`src/hw/rtl/pte_pkg.sv`:
```
// Shared types and constants of the pass timing moving average table.
`timescale 1ns / 1ps
package pte_pkg;

  localparam int KEY_W       = 16;
  localparam int TICK_W      = 64;
  localparam int FREQ_W      = 34;
  localparam int WIN_W       = 32;
  localparam int MS_W        = 32;
  localparam int STAT_W      = 2;
  localparam int CFG_IDX_W   = 1;
  localparam int CFG_DATA_W  = 34;

  // diff * 1000 fits in 74 bits; Q16.16 scaling appends 16 zero bits
  localparam int SCALED_W    = TICK_W + 10;
  localparam int RAW_DVD_W   = SCALED_W + 16;
  localparam int ALPHA_W     = 17;
  localparam int ALPHA_DVD_W = WIN_W + 16;
  localparam int PROD_W      = MS_W + ALPHA_W;

  localparam logic [ALPHA_W-1:0] ALPHA_ONE = 17'h10000;
  localparam logic [MS_W-1:0]    MS_MAX    = 32'hFFFF_FFFF;

  localparam logic [STAT_W-1:0] STAT_UPDATED  = 2'd0;
  localparam logic [STAT_W-1:0] STAT_INSERTED = 2'd1;
  localparam logic [STAT_W-1:0] STAT_DROPPED  = 2'd2;
  localparam logic [STAT_W-1:0] STAT_SKIPPED  = 2'd3;

  localparam logic [CFG_IDX_W-1:0] CFG_FREQ   = 1'b0;
  localparam logic [CFG_IDX_W-1:0] CFG_WINDOW = 1'b1;

  typedef struct packed {
    logic load;
    logic diff;
    logic scale_a;
    logic scale_b;
    logic div_start;
    logic srch_start;
    logic rd_avg;
    logic mul;
    logic wr_upd;
    logic wr_ins;
    logic res_skip;
    logic res_drop;
    logic out_load;
  } pte_cmd_t;

  typedef struct packed {
    logic skip;
    logic busy;
    logic hit;
    logic full;
  } pte_stat_t;

endpackage

```
`src/hw/rtl/pte_ctrl.sv`:
```
// Controller state machine: sequences one transaction through the datapath.
`timescale 1ns / 1ps
module pte_ctrl (
  input  logic               clk,
  input  logic               rst_n,
  input  logic               in_valid,
  output logic               in_ready,
  output logic               out_valid,
  input  logic               out_ready,
  input  pte_pkg::pte_stat_t stat,
  output pte_pkg::pte_cmd_t  cmd
);

  localparam logic [3:0] S_IDLE    = 4'd0;
  localparam logic [3:0] S_DIFF    = 4'd1;
  localparam logic [3:0] S_SCALE_A = 4'd2;
  localparam logic [3:0] S_SCALE_B = 4'd3;
  localparam logic [3:0] S_START   = 4'd4;
  localparam logic [3:0] S_WAIT    = 4'd5;
  localparam logic [3:0] S_RDAVG   = 4'd6;
  localparam logic [3:0] S_MUL     = 4'd7;
  localparam logic [3:0] S_UPD     = 4'd8;
  localparam logic [3:0] S_INS     = 4'd9;
  localparam logic [3:0] S_FIN     = 4'd10;

  logic [3:0] state_r, state_nxt;
  logic       out_valid_r, out_valid_nxt;
  logic       out_free;

  assign out_free = !out_valid_r || out_ready;

  always_comb begin
    state_nxt = state_r;
    cmd       = '0;
    case (state_r)
      S_IDLE: begin
        if (in_valid) begin
          cmd.load  = 1'b1;
          state_nxt = S_DIFF;
        end
      end
      S_DIFF: begin
        cmd.diff = 1'b1;
        if (stat.skip) begin
          cmd.res_skip = 1'b1;
          state_nxt    = S_FIN;
        end else begin
          cmd.srch_start = 1'b1;
          state_nxt      = S_SCALE_A;
        end
      end
      S_SCALE_A: begin
        cmd.scale_a = 1'b1;
        state_nxt   = S_SCALE_B;
      end
      S_SCALE_B: begin
        cmd.scale_b = 1'b1;
        state_nxt   = S_START;
      end
      S_START: begin
        cmd.div_start = 1'b1;
        state_nxt     = S_WAIT;
      end
      S_WAIT: begin
        if (!stat.busy) begin
          if (stat.hit) begin
            state_nxt = S_RDAVG;
          end else if (!stat.full) begin
            state_nxt = S_INS;
          end else begin
            cmd.res_drop = 1'b1;
            state_nxt    = S_FIN;
          end
        end
      end
      S_RDAVG: begin
        cmd.rd_avg = 1'b1;
        state_nxt  = S_MUL;
      end
      S_MUL: begin
        cmd.mul   = 1'b1;
        state_nxt = S_UPD;
      end
      S_UPD: begin
        cmd.wr_upd = 1'b1;
        state_nxt  = S_FIN;
      end
      S_INS: begin
        cmd.wr_ins = 1'b1;
        state_nxt  = S_FIN;
      end
      S_FIN: begin
        if (out_free) begin
          cmd.out_load = 1'b1;
          state_nxt    = S_IDLE;
        end
      end
      default: begin
        state_nxt = S_IDLE;
      end
    endcase
  end

  always_comb begin
    if (cmd.out_load) begin
      out_valid_nxt = 1'b1;
    end else if (out_ready) begin
      out_valid_nxt = 1'b0;
    end else begin
      out_valid_nxt = out_valid_r;
    end
  end

  always_ff @(posedge clk) begin
    if (!rst_n) begin
      state_r     <= S_IDLE;
      out_valid_r <= 1'b0;
    end else begin
      state_r     <= state_nxt;
      out_valid_r <= out_valid_nxt;
    end
  end

  assign in_ready  = (state_r == S_IDLE);
  assign out_valid = out_valid_r;

endmodule

```
`config.mk`:
```
export PLATFORM = sky130hd
export DESIGN_NAME = pte_ctrl
export DESIGN_NICKNAME = d
export VERILOG_FILES = /design/src/hw/rtl/pte_pkg.sv /design/src/hw/rtl/pte_ctrl.sv
export SDC_FILE = /design/constraint.sdc
export NUM_CORES = 1
export LEC_CHECK = 0
export BUFFER_PORTS_ARGS = -buffer_cell sky130_fd_sc_hd__buf_2
export CAP_MARGIN = 10
export CORE_AREA = 2 2 39 41
export CTS_BUF_LIST = sky130_fd_sc_hd__clkbuf_2 sky130_fd_sc_hd__clkbuf_4 sky130_fd_sc_hd__clkbuf_8
export CTS_CLUSTER_SIZE = 16
export DETAILED_ROUTE_END_ITERATION = 10
export DIE_AREA = 0 0 41 43
export GPL_ROUTABILITY_DRIVEN = 0
export PLACE_DENSITY_LB_ADDON = 0.25
export SLEW_MARGIN = 15
export SYNTH_ARGS = -nofsm -noshare
export SYNTH_HDL_FRONTEND = slang
export SYNTH_SLANG_ARGS = --single-unit
```
`constraint.sdc`:
```
create_clock -name clk -period 4 [get_ports clk]
set_input_delay 0.6 -clock clk [delete_from_list [all_inputs] [get_ports clk]]
set_output_delay 0.6 -clock clk [all_outputs]
set_load 0.01 [all_outputs]
```
Yosys cells after proc, flatten, opt, wreduce, memory -nomap -nowiden
Index checks and enable logic that the tools add are counted.
- muxes and demuxes: 29
- equal/unequal tests: 13
- reductions and logical operators: 6
- operators with widths (cell ; number):
    $pmux 4 s10 ; 1
    $mux 1 ; 22
    $mux 4 ; 5
    $eq 4x3->1 const B ; 4
    $eq 4x4->1 const B ; 3
    $eq 4x2->1 const B ; 2
    $ne 2x2->1 const B ; 3
    $eq 4x1->1 const B ; 1
    $logic_not 4->1 ; 1
    $reduce_and 3->1 ; 1
    $mux 2 ; 1
    $reduce_bool 2->1 ; 1
    $reduce_or 2->1 ; 1
    $logic_not 1->1 ; 1
    $logic_or 1x1->1 ; 1
- input bits: 8
- logic and storage cells: 50
- register bits: 5
- output and inout port bits: 15

Depth between registers and ports, before layout
Gate-level depths: netlist of the first run.
- word-level depth: 5
- depth in mapped cells: 5
- mapped depth without buffers: 4

Worst setup path before layout of the first run
OpenSTA, ideal clock, no wires.
- path type: reg-to-output
- start point: reg state_r[1]
- end point: out cmd[2] (netlist name)
- path buffers: 1
- path slack: 2188 ps
- cell stages (with the launch flop): 5
- data arrival time: 1212 ps
- data required time: 3400 ps
- path through: dfxtp_1 > buf_2 > nand2b_1 > nor3_1 > and2_1
- RTL lines (what ; line ; text):
    start, declared ; pte_ctrl.sv:26 ; logic [3:0] state_r, state_nxt;
    start signal, assigned ; pte_ctrl.sv:119 ; state_r <= state_nxt;
    end, declared ; pte_ctrl.sv:11 ; output pte_pkg::pte_cmd_t cmd

==> results of run 1 <==
[state kept, by name, indices dropped and copies added, names as in the netlist]
| name | count |
|---|---|
| out_valid | 1 |
| state_r | 4 |
[per-stage QoR]
stage	std cells	hold slack (ns)	power, mW
2_1_floorplan	59	0.647	0.180
3_3_place_gp	92	0.630	0.213
3_5_place_dp	92	0.633	0.215
4_1_cts	96	0.609	0.282
5_1_grt	96	0.627	0.298
6_report	96	0.615	0.276
[worst paths after layout]
kind,from,to,slack [ns],cells past startpoint
max,state_r[3]$_SDFFE_PN0P_,cmd[1],1.88,4
min,rst_n,out_valid$_SDFFE_PN0P_,0.62,2
max reg2reg,state_r[2]$_SDFFE_PN0P_,state_r[3]$_SDFFE_PN0P_,2.41,4
min reg2reg,out_valid$_SDFFE_PN0P_,state_r[3]$_SDFFE_PN0P_,0.63,3
[synthesized netlist by cell type (all sizes together)]
library cell	instances	area share
nor2	9	0.076
nor3	7	0.079
dfxtp	5	0.23
buf	4	0.065
nand2b	4	0.057
nand2	3	0.025
nor2b	3	0.042
a21boi	2	0.042
a21oi	2	0.023
and2	2	0.028
nor4	2	0.042
o21a	2	0.034
a211o	1	0.020
a221oi	1	0.034
a31o	1	0.020
and3	1	0.014
and4b	1	0.023
clkbuf	1	0.0085
inv	1	0.0085
nand3	1	0.011
nor4bb	1	0.023
o211ai	1	0.017
o21bai	1	0.017
o32ai	1	0.020
or3b	1	0.020
or4b	1	0.023
[where the power goes]
part | switching [mW] | internal, mW
registers | 0.0311 | 0.0594
clock network | 0.0194 | 0.0444
logic | 0.0619 | 0.0601
total | 0.112 | 0.164
[metal layers]
metal | wire length [um] | GRT usage
met1 | 461 | 0.154
met2 | 469 | 0.184
met3 | 49 | 0
met4 | 0 | 0.0800
met5 | 0 | 0
[area by class of cell]
| class | instances | share of cell area |
|---|---|---|
| clock buffer | 4 | 0.0527 |
| inverter | 1 | 0.00659 |
| multi-input combinational | 48 | 0.536 |
| sequential | 5 | 0.176 |
| tap | 16 | 0.0352 |
| timing repair buffer | 22 | 0.193 |
[cells by family (layout without fill, tap and decap cells)]
logic type,Yosys count,after routing
flops,5,5
compound gates,12,12
buf+inv,6,27
simple gates,36,36
==> out/results.txt, run 1 <==
Post-Route WL: 981 um
Die Y: 43 um
routed via count: 472
htree depth: 1
multiplexer share of the synthesized area: 0
1st-iter DRT viols: 3
TNS Setup: 0 ns
pwr/cell area: 485 nW/um^2
initial antenna violation count: 0
Hold/Removal Path Class: input port to register
share of cells above drive strength 1: 0.363
wire per inst: 10.2 um
Final Setup Violations: 0
Synth Area in XOR/XNOR: 0
Mean Syn Cell Area: 7.49 um^2
largest net degree at the start of global routing: 15
Critical Path RT: 3.40 ns
Mapped Cells: 59
# diodes: 0
footprint of the multi-input gates: 305 um^2
DIE WIDTH: 41 um
FP Rows: 14
FF+latch area: 100 um^2
fin. max-slew vios: 0
commonest non-fill, non-tap cell in the layout: buf_2
CTS tree: yes
Critical Path Start Type: register
Peak Freq: 471 MHz
fillcell total: 156
Final Net Count: 89
CTS buffer count: 3
PostCTS Resize Cnt: 0
Critical Path AT: 1.52 ns
Final min period: 2.12 ns
net count after synthesis: 67
CP Buf/Inv Count: 1
Reg clk slew, reported paths: 0.04 ns
slowest stage cell, crit path: dfxtp_1
Worst-Skew Late Latency: 0.24 ns
Worst VDD drop: 0.000212 V
main combinational cell family by area after synthesis: simple AND/OR/NAND/NOR gates
status: completed
CORE AREA: 1380 um^2
remaining global-route overflow: 0
gr usage total: 0.119
post-place instance area: 539 um^2
port bufs: 22
worst setup margin: 1.88 ns
Initial Utilization: 0.319
Final period util: 0.531
CTS Hold Bufs: 0
Via density: 4.92
Worst Setup End Kind: output pin
Final Instance Area: 569 um^2
LEAKAGE: 0.267 nW
Netlist cell types: 30
synth warn: 0
CTS root buf: clkbuf_4
first-pass GRT wire length: 1.49 mm
vias in the first global route: 380
Slowest Stage Delay on Critical Path: 0.62 ns
Synth Area in Simple Gates: 0.465
# DRC: 0
post-detail-place hpwl: 765 um
Place WS: 2.12 ns
Top delay family on crit path: flip-flops
First-pass DRT Iterations: 2
most frequent cells in the layout: 22 x buf_2, 9 x nor2_1, 7 x nor3_1
clock buffer depth: 2
Hold Vio Cnt, Final: 0
ANT nets after route: 0
Util after Layout: 0.411
FF+latch count, synth: 5
Synth Area in Compound Gates: 0.227
RSZ-0062 raised after global routing: false
synthesized area: 442 um^2
Worst Path Class, Setup: register to output pin
CTS sink cnt: 5
Die Area: 1760 um^2
worst-margin pin slew: 0.494 ns
IO Pins: 23
Rel. slew slack: 0.671
Worst Clk Skew: 0.00298 ns
adder-cell share of the synthesized area: 0
Seq/Total Area, Yosys: 0.227
Layout area overhead: 28.9%
number of max-cap violations: 0
crit path max fanout: 14
crit-path cells: nand2b_1 > nor2_1 > and3_1 > buf_2
Post-CTS Setup Repair Bufs: 0
Note: power is estimated with default switching activity, not from simulation.
==> inputs of run 2 (changes only) <==
clock period = 1.95 ns   (was 4 ns; I/O delays follow)
==> out/results.txt, run 2 (synthesis results as in run 1) <==
status: completed (unchanged)
CTS tree: yes (unchanged)
Slowest Stage Delay on Critical Path: 0.61 ns (was 0.62 ns)
Layout area overhead: 30.6% (was 28.9%)
wire per inst: 10.9 um (was 10.2 um)
Util after Layout: 0.417 (was 0.411)
Top reg by flops: state_r (unchanged)
CTS Hold Bufs: 0 (unchanged)
Hold/Removal Path Class: input port to register (unchanged)
Worst Clk Skew: 0.00811 ns (was 0.00298 ns)
Worst VDD drop: 0.000513 V (was 0.000212 V)
pwr/cell area: 1010 nW/um^2 (was 485 nW/um^2)
# DRC: 0 (unchanged)
routed via count: 496 (was 472)
vias in the first global route: 430 (was 380)
Critical Path RT: 1.66 ns (was 3.40 ns)
Rel. slew slack: 0.680 (was 0.671)
Non-Filler Instances: 97 (was 96)
crit-path cells: nand2b_1 > nor2_1 > and3_1 > buf_2 (unchanged)
fin. max-slew vios: 0 (unchanged)
Final period util: 0.916
initial antenna violation count: 0 (unchanged)
Worst Path Class, Setup: register to output pin (unchanged)
Final min period: 1.79 ns
Peak Freq: 560 MHz
Final Net Count: 90 (was 89)
DR WL met2: 508 um (was 469 um)
Via density: 5.11 (was 4.92)
CTS buffer count: 3 (unchanged)
gr usage total: 0.141 (was 0.119)
Top delay family on crit path: flip-flops (unchanged)
remaining global-route overflow: 0 (unchanged)
Worst Setup End Kind: output pin (unchanged)
number of flip-flops in the largest register: 4 (unchanged)
CP Buf/Inv Count: 1 (unchanged)
LEAKAGE: 0.272 nW (was 0.267 nW)
CTS root buf: clkbuf_4 (unchanged)
post-detail-place hpwl: 818 um (was 765 um)
IO Pins: 23 (unchanged)
Critical Path Start Type: register (unchanged)
CORE AREA: 1380 um^2 (unchanged)
Min Hold Slack: 0.313 ns (was 0.615 ns)
1st-iter DRT viols: 11 (was 3)
largest net degree at the start of global routing: 15 (unchanged)
CTS sink cnt: 5 (unchanged)
slowest stage cell, crit path: dfxtp_1 (unchanged)
ANT nets after route: 0 (unchanged)
Post-CTS Setup Repair Bufs: 0 (unchanged)
share of cells above drive strength 1: 0.370 (was 0.363)
Post-Route WL: 1.06 mm (was 981 um)
number of max-cap violations: 0 (unchanged)
post-place instance area: 547 um^2 (was 539 um^2)
Die Y: 43 um (unchanged)
worst-margin pin slew: 0.480 ns (was 0.494 ns)
htree depth: 1 (unchanged)
most frequent cells in the layout: 22 x buf_2, 9 x nor2_1, 7 x nor3_1 (unchanged)
FP Rows: 14 (unchanged)
# diodes: 0 (unchanged)
commonest non-fill, non-tap cell in the layout: buf_2 (unchanged)
DIE WIDTH: 41 um (unchanged)
met3 WL: 67 um (was 49 um)
Critical Path AT: 1.49 ns (was 1.52 ns)
First-pass DRT Iterations: 4 (was 2)
PostCTS Resize Cnt: 0 (unchanged)
port bufs: 22 (unchanged)
Worst-Skew Late Latency: 0.24 ns (about the same)
Final Instance Area: 577 um^2 (was 569 um^2)
Final Setup Violations: 0 (unchanged)
placed insts: 93 (was 92)
Initial Utilization: 0.319 (unchanged)
RSZ-0062 raised after global routing: false (unchanged)
crit path max fanout: 14 (unchanged)
Die Area: 1760 um^2 (unchanged)
clock buffer depth: 2 (unchanged)
top sig layer: met3 (unchanged)
TNS Setup: 0 ns (unchanged)
Reg clk slew, reported paths: 0.05 ns (was 0.04 ns)
Hold Vio Cnt, Final: 0 (unchanged)
first-pass GRT wire length: 1.74 mm (was 1.49 mm)
M1 WL: 487 um (was 461 um)
## run 2: stage by stage
step	power [mW]	setup WS, ns
6_report	0.583	0.164
5_1_grt	0.633	0.0600
4_1_cts	0.590	0.139
3_5_place_dp	0.452	0.383
3_3_place_gp	0.450	0.427
2_1_floorplan	0.369	0.446
## run 2: layer usage
metal  GRT usage  up-vias
met1       0.174      221
met3      0.0681        0
met4      0.0200        0
met2       0.219       17
li1            -      258
met5           0        -
## run 2: path summary, 6_finish.rpt
path,startpoint,to,slack [ns],cells past startpoint
min reg2reg,out_valid$_SDFFE_PN0P_,state_r[3]$_SDFFE_PN0P_,0.62,3
max reg2reg,state_r[2]$_SDFFE_PN0P_,state_r[3]$_SDFFE_PN0P_,0.38,4
max,state_r[3]$_SDFFE_PN0P_,cmd[1],0.16,4
min,rst_n,out_valid$_SDFFE_PN0P_,0.31,2
## run 2: layout make-up
| class | instances | area, um^2 |
|---|---|---|
| Sequential cell | 5 | 100 |
| Clock buffer | 4 | 30.0 |
| Multi-Input combinational cell | 48 | 305 |
| Fill cell | 158 | 807 |
| Timing Repair Buffer | 23 | 118 |
| Inverter | 1 | 3.75 |
| Tap cell | 16 | 20.0 |
## run 2: power breakdown
part | internal, mW | total, mW | switching [mW] | leakage [nW]
Sequential | 0.122 | 0.178 | 0.0566 | 0.0409
Clock | 0.0913 | 0.134 | 0.0431 | 0.0184
Combinational | 0.130 | 0.270 | 0.140 | 0.213
Total | 0.343 | 0.583 | 0.240 | 0.272
==> inputs of run 3 (changes only) <==
CELL_PAD_IN_SITES_DETAIL_PLACEMENT = 1   (was not set)
CELL_PAD_IN_SITES_GLOBAL_PLACEMENT = 1   (was not set)
CORE_AREA = not set   (was 2 2 39 41)
CORE_MARGIN = 2   (was not set)
CORE_UTILIZATION = 27   (was not set)
CTS_BUF_LIST = sky130_fd_sc_hd__clkbuf_4   (was sky130_fd_sc_hd__clkbuf_2 sky130_fd_sc_hd__clkbuf_4 sky130_fd_sc_hd__clkbuf_8)
DIE_AREA = not set   (was 0 0 41 43)
==> out/results.txt, run 3 (synthesis results as in run 1) <==
Endpoint, Worst Hold: out_valid$_SDFFE_PN0P_ (unchanged)
vias in the first global route: 481 (was 430)
Critical Path AT: 1.53 ns (was 1.49 ns)
Via density: 5.25 (was 5.11)
Post-CTS Setup Repair Bufs: 0 (unchanged)
port bufs: 22 (unchanged)
Die Y: 44.4 um (was 43 um)
Final Net Count: 90 (unchanged)
htree depth: 1 (unchanged)
CTS buffer count: 3 (unchanged)
Peak Freq: 550 MHz (was 560 MHz)
gr usage total: 0.140 (was 0.141)
fillcell total: 204 (was 158)
number of max-cap violations: 0 (unchanged)
Worst VDD drop: 0.000464 V (was 0.000513 V)
First-pass DRT Iterations: 3 (was 4)
footprint of the multi-input gates: 305 um^2 (unchanged)
# DRC: 0 (unchanged)
FF+latch area: 101 um^2 (was 100 um^2)
commonest non-fill, non-tap cell in the layout: buf_2 (unchanged)
initial antenna violation count: 0 (unchanged)
first-pass GRT wire length: 2.06 mm (was 1.74 mm)
Worst Path Class, Setup: register to output pin (unchanged)
total power: 584 uW (was 583 uW)
Worst Setup End Kind: output pin (unchanged)
TNS Setup: 0 ns (unchanged)
Worst-Skew Late Latency: 0.24 ns (about the same)
largest net degree at the start of global routing: 15 (unchanged)
status: completed (unchanged)
Hold Path Stages: 2 (unchanged)
CTS Hold Bufs: 0 (unchanged)
Final Setup Violations: 0 (unchanged)
Top reg by flops: state_r (unchanged)
1st-iter DRT viols: 3 (was 11)
routed via count: 509 (was 496)
reg2reg setup slack: 0.43 ns (was 0.38 ns)
Critical Path Start Type: register (unchanged)
CTS root buf: clkbuf_4 (unchanged)
IO Pins: 23 (unchanged)
wire per inst: 11.9 um (was 10.9 um)
LEAKAGE: 0.273 nW (was 0.272 nW)
Reg2Reg Launch Point: state_r[3]$_SDFFE_PN0P_ (was state_r[2]$_SDFFE_PN0P_)
Final min period: 1.82 ns (was 1.79 ns)
Layout area overhead: 30.9% (was 30.6%)
RSZ-0062 raised after global routing: false (unchanged)
Reg clk slew, reported paths: 0.04 ns (was 0.05 ns)
fin. max-slew vios: 0 (unchanged)
Critical Path RT: 1.66 ns (about the same)
CORE AREA: 1520 um^2 (was 1380 um^2)
worst-margin pin slew: 0.484 ns (was 0.480 ns)
Reg2Reg Depth: 4 (unchanged)
most frequent cells in the layout: 22 x buf_2, 9 x nor2_1, 7 x nor3_1 (unchanged)
Post-Route WL: 1.16 mm (was 1.06 mm)
share of cells above drive strength 1: 0.383 (was 0.370)
CTS sink cnt: 5 (unchanged)
Hold Vio Cnt, Final: 0 (unchanged)
remaining global-route overflow: 0 (unchanged)
number of flip-flops in the largest register: 4 (unchanged)
pwr/cell area: 1010 nW/um^2 (about the same)
DIE WIDTH: 44.4 um (was 41 um)
Initial Utilization: 0.290 (was 0.319)
CTS tree: yes (unchanged)
Die Area: 1980 um^2 (was 1760 um^2)
placed insts: 93 (unchanged)
min-delay src: rst_n (unchanged)
Slowest Stage Delay on Critical Path: 0.60 ns (was 0.61 ns)
post-detail-place hpwl: 879 um (was 818 um)
R2R Path End: state_r[3]$_SDFFE_PN0P_ (unchanged)
Rel. slew slack: 0.677 (was 0.680)
FP Rows: 14 (unchanged)
slowest stage cell, crit path: dfxtp_1 (unchanged)
crit-path cells: nand2b_1 > nor2_1 > and3_1 > buf_2 (unchanged)
clock buffer depth: 2 (unchanged)
Non-Filler Instances: 97 (unchanged)
Hold/Removal Path Class: input port to register (unchanged)
# diodes: 0 (unchanged)
ANT nets after route: 0 (unchanged)
Worst Clk Skew: 0.000111 ns (was 0.00811 ns)
crit path max fanout: 14 (unchanged)
Final period util: 0.932 (was 0.916)
[run 3: cell counts in the layout (fill, tap and decap cells not counted)]
No cell type changed its count.
[run 3: repair_timing]
action / CTS / global route
hold endpoints to repair: 0 / 0
endpoints found under the setup margin: 0 / 1
gates resized for setup: 0 / 1
[run 3: where the power goes]
| part | internal [mW] | total [mW] | switching [mW] |
|---|---|---|---|
| combinational | 0.130 | 0.268 | 0.138 |
| clock | 0.0911 | 0.132 | 0.0408 |
| sequential | 0.122 | 0.185 | 0.0624 |
[run 3: worst max-delay path: cells and delay by family (launching register included)]
family | cells | cell delay [ns]
DFF | 1 | 0.60
buffers and inverters | 1 | 0.13
and+or+nand+nor | 3 | 0.55
[run 3: layout make-up]
| class | instances | area share |
|---|---|---|
| clock buffers | 4 | 0.0519 |
| well taps | 16 | 0.0346 |
| repair buffers | 23 | 0.203 |
| inverters | 1 | 0.00649 |
| multi-input cells | 48 | 0.528 |
| flip-flops and latches | 5 | 0.175 |
[run 3: how the worst max path moves through the flow]
stage | from | endpoint | slack [ns] | cells past startpoint
after floorplan | state_r[1]$_SDFFE_PN0P_ | cmd[2] | 0.45 | 4
after global placement | state_r[1]$_SDFFE_PN0P_ | cmd[1] | 0.38 | 4
after detailed placement | state_r[2]$_SDFFE_PN0P_ | state_r[3]$_SDFFE_PN0P_ | 0.35 | 4
after CTS | state_r[2]$_SDFFE_PN0P_ | cmd[1] | 0.11 | 4
after global routing | state_r[3]$_SDFFE_PN0P_ | cmd[1] | 0.02 | 4
final | state_r[1]$_SDFFE_PN0P_ | cmd[1] | 0.13 | 4
[run 3: stage by stage]
step	utilization	worst slack, ns	hold WS (ns)	cell area (um^2)
after floorplan	-	0.446	0.410	442
after global placement	0.359	0.383	0.564	547
after detailed placement	0.359	0.349	0.559	547
after CTS	0.378	0.111	0.307	577
after global routing	0.379	0.0226	0.327	578
final	0.379	0.132	0.308	578
[run 3: layer usage]
layer	vias up	track usage	wire length, um
li1	265	-	-
met1	228	0.194	573
met2	14	0.194	500
met3	2	0.0286	59
met4	0	0.0909	24
met5	-	0	0
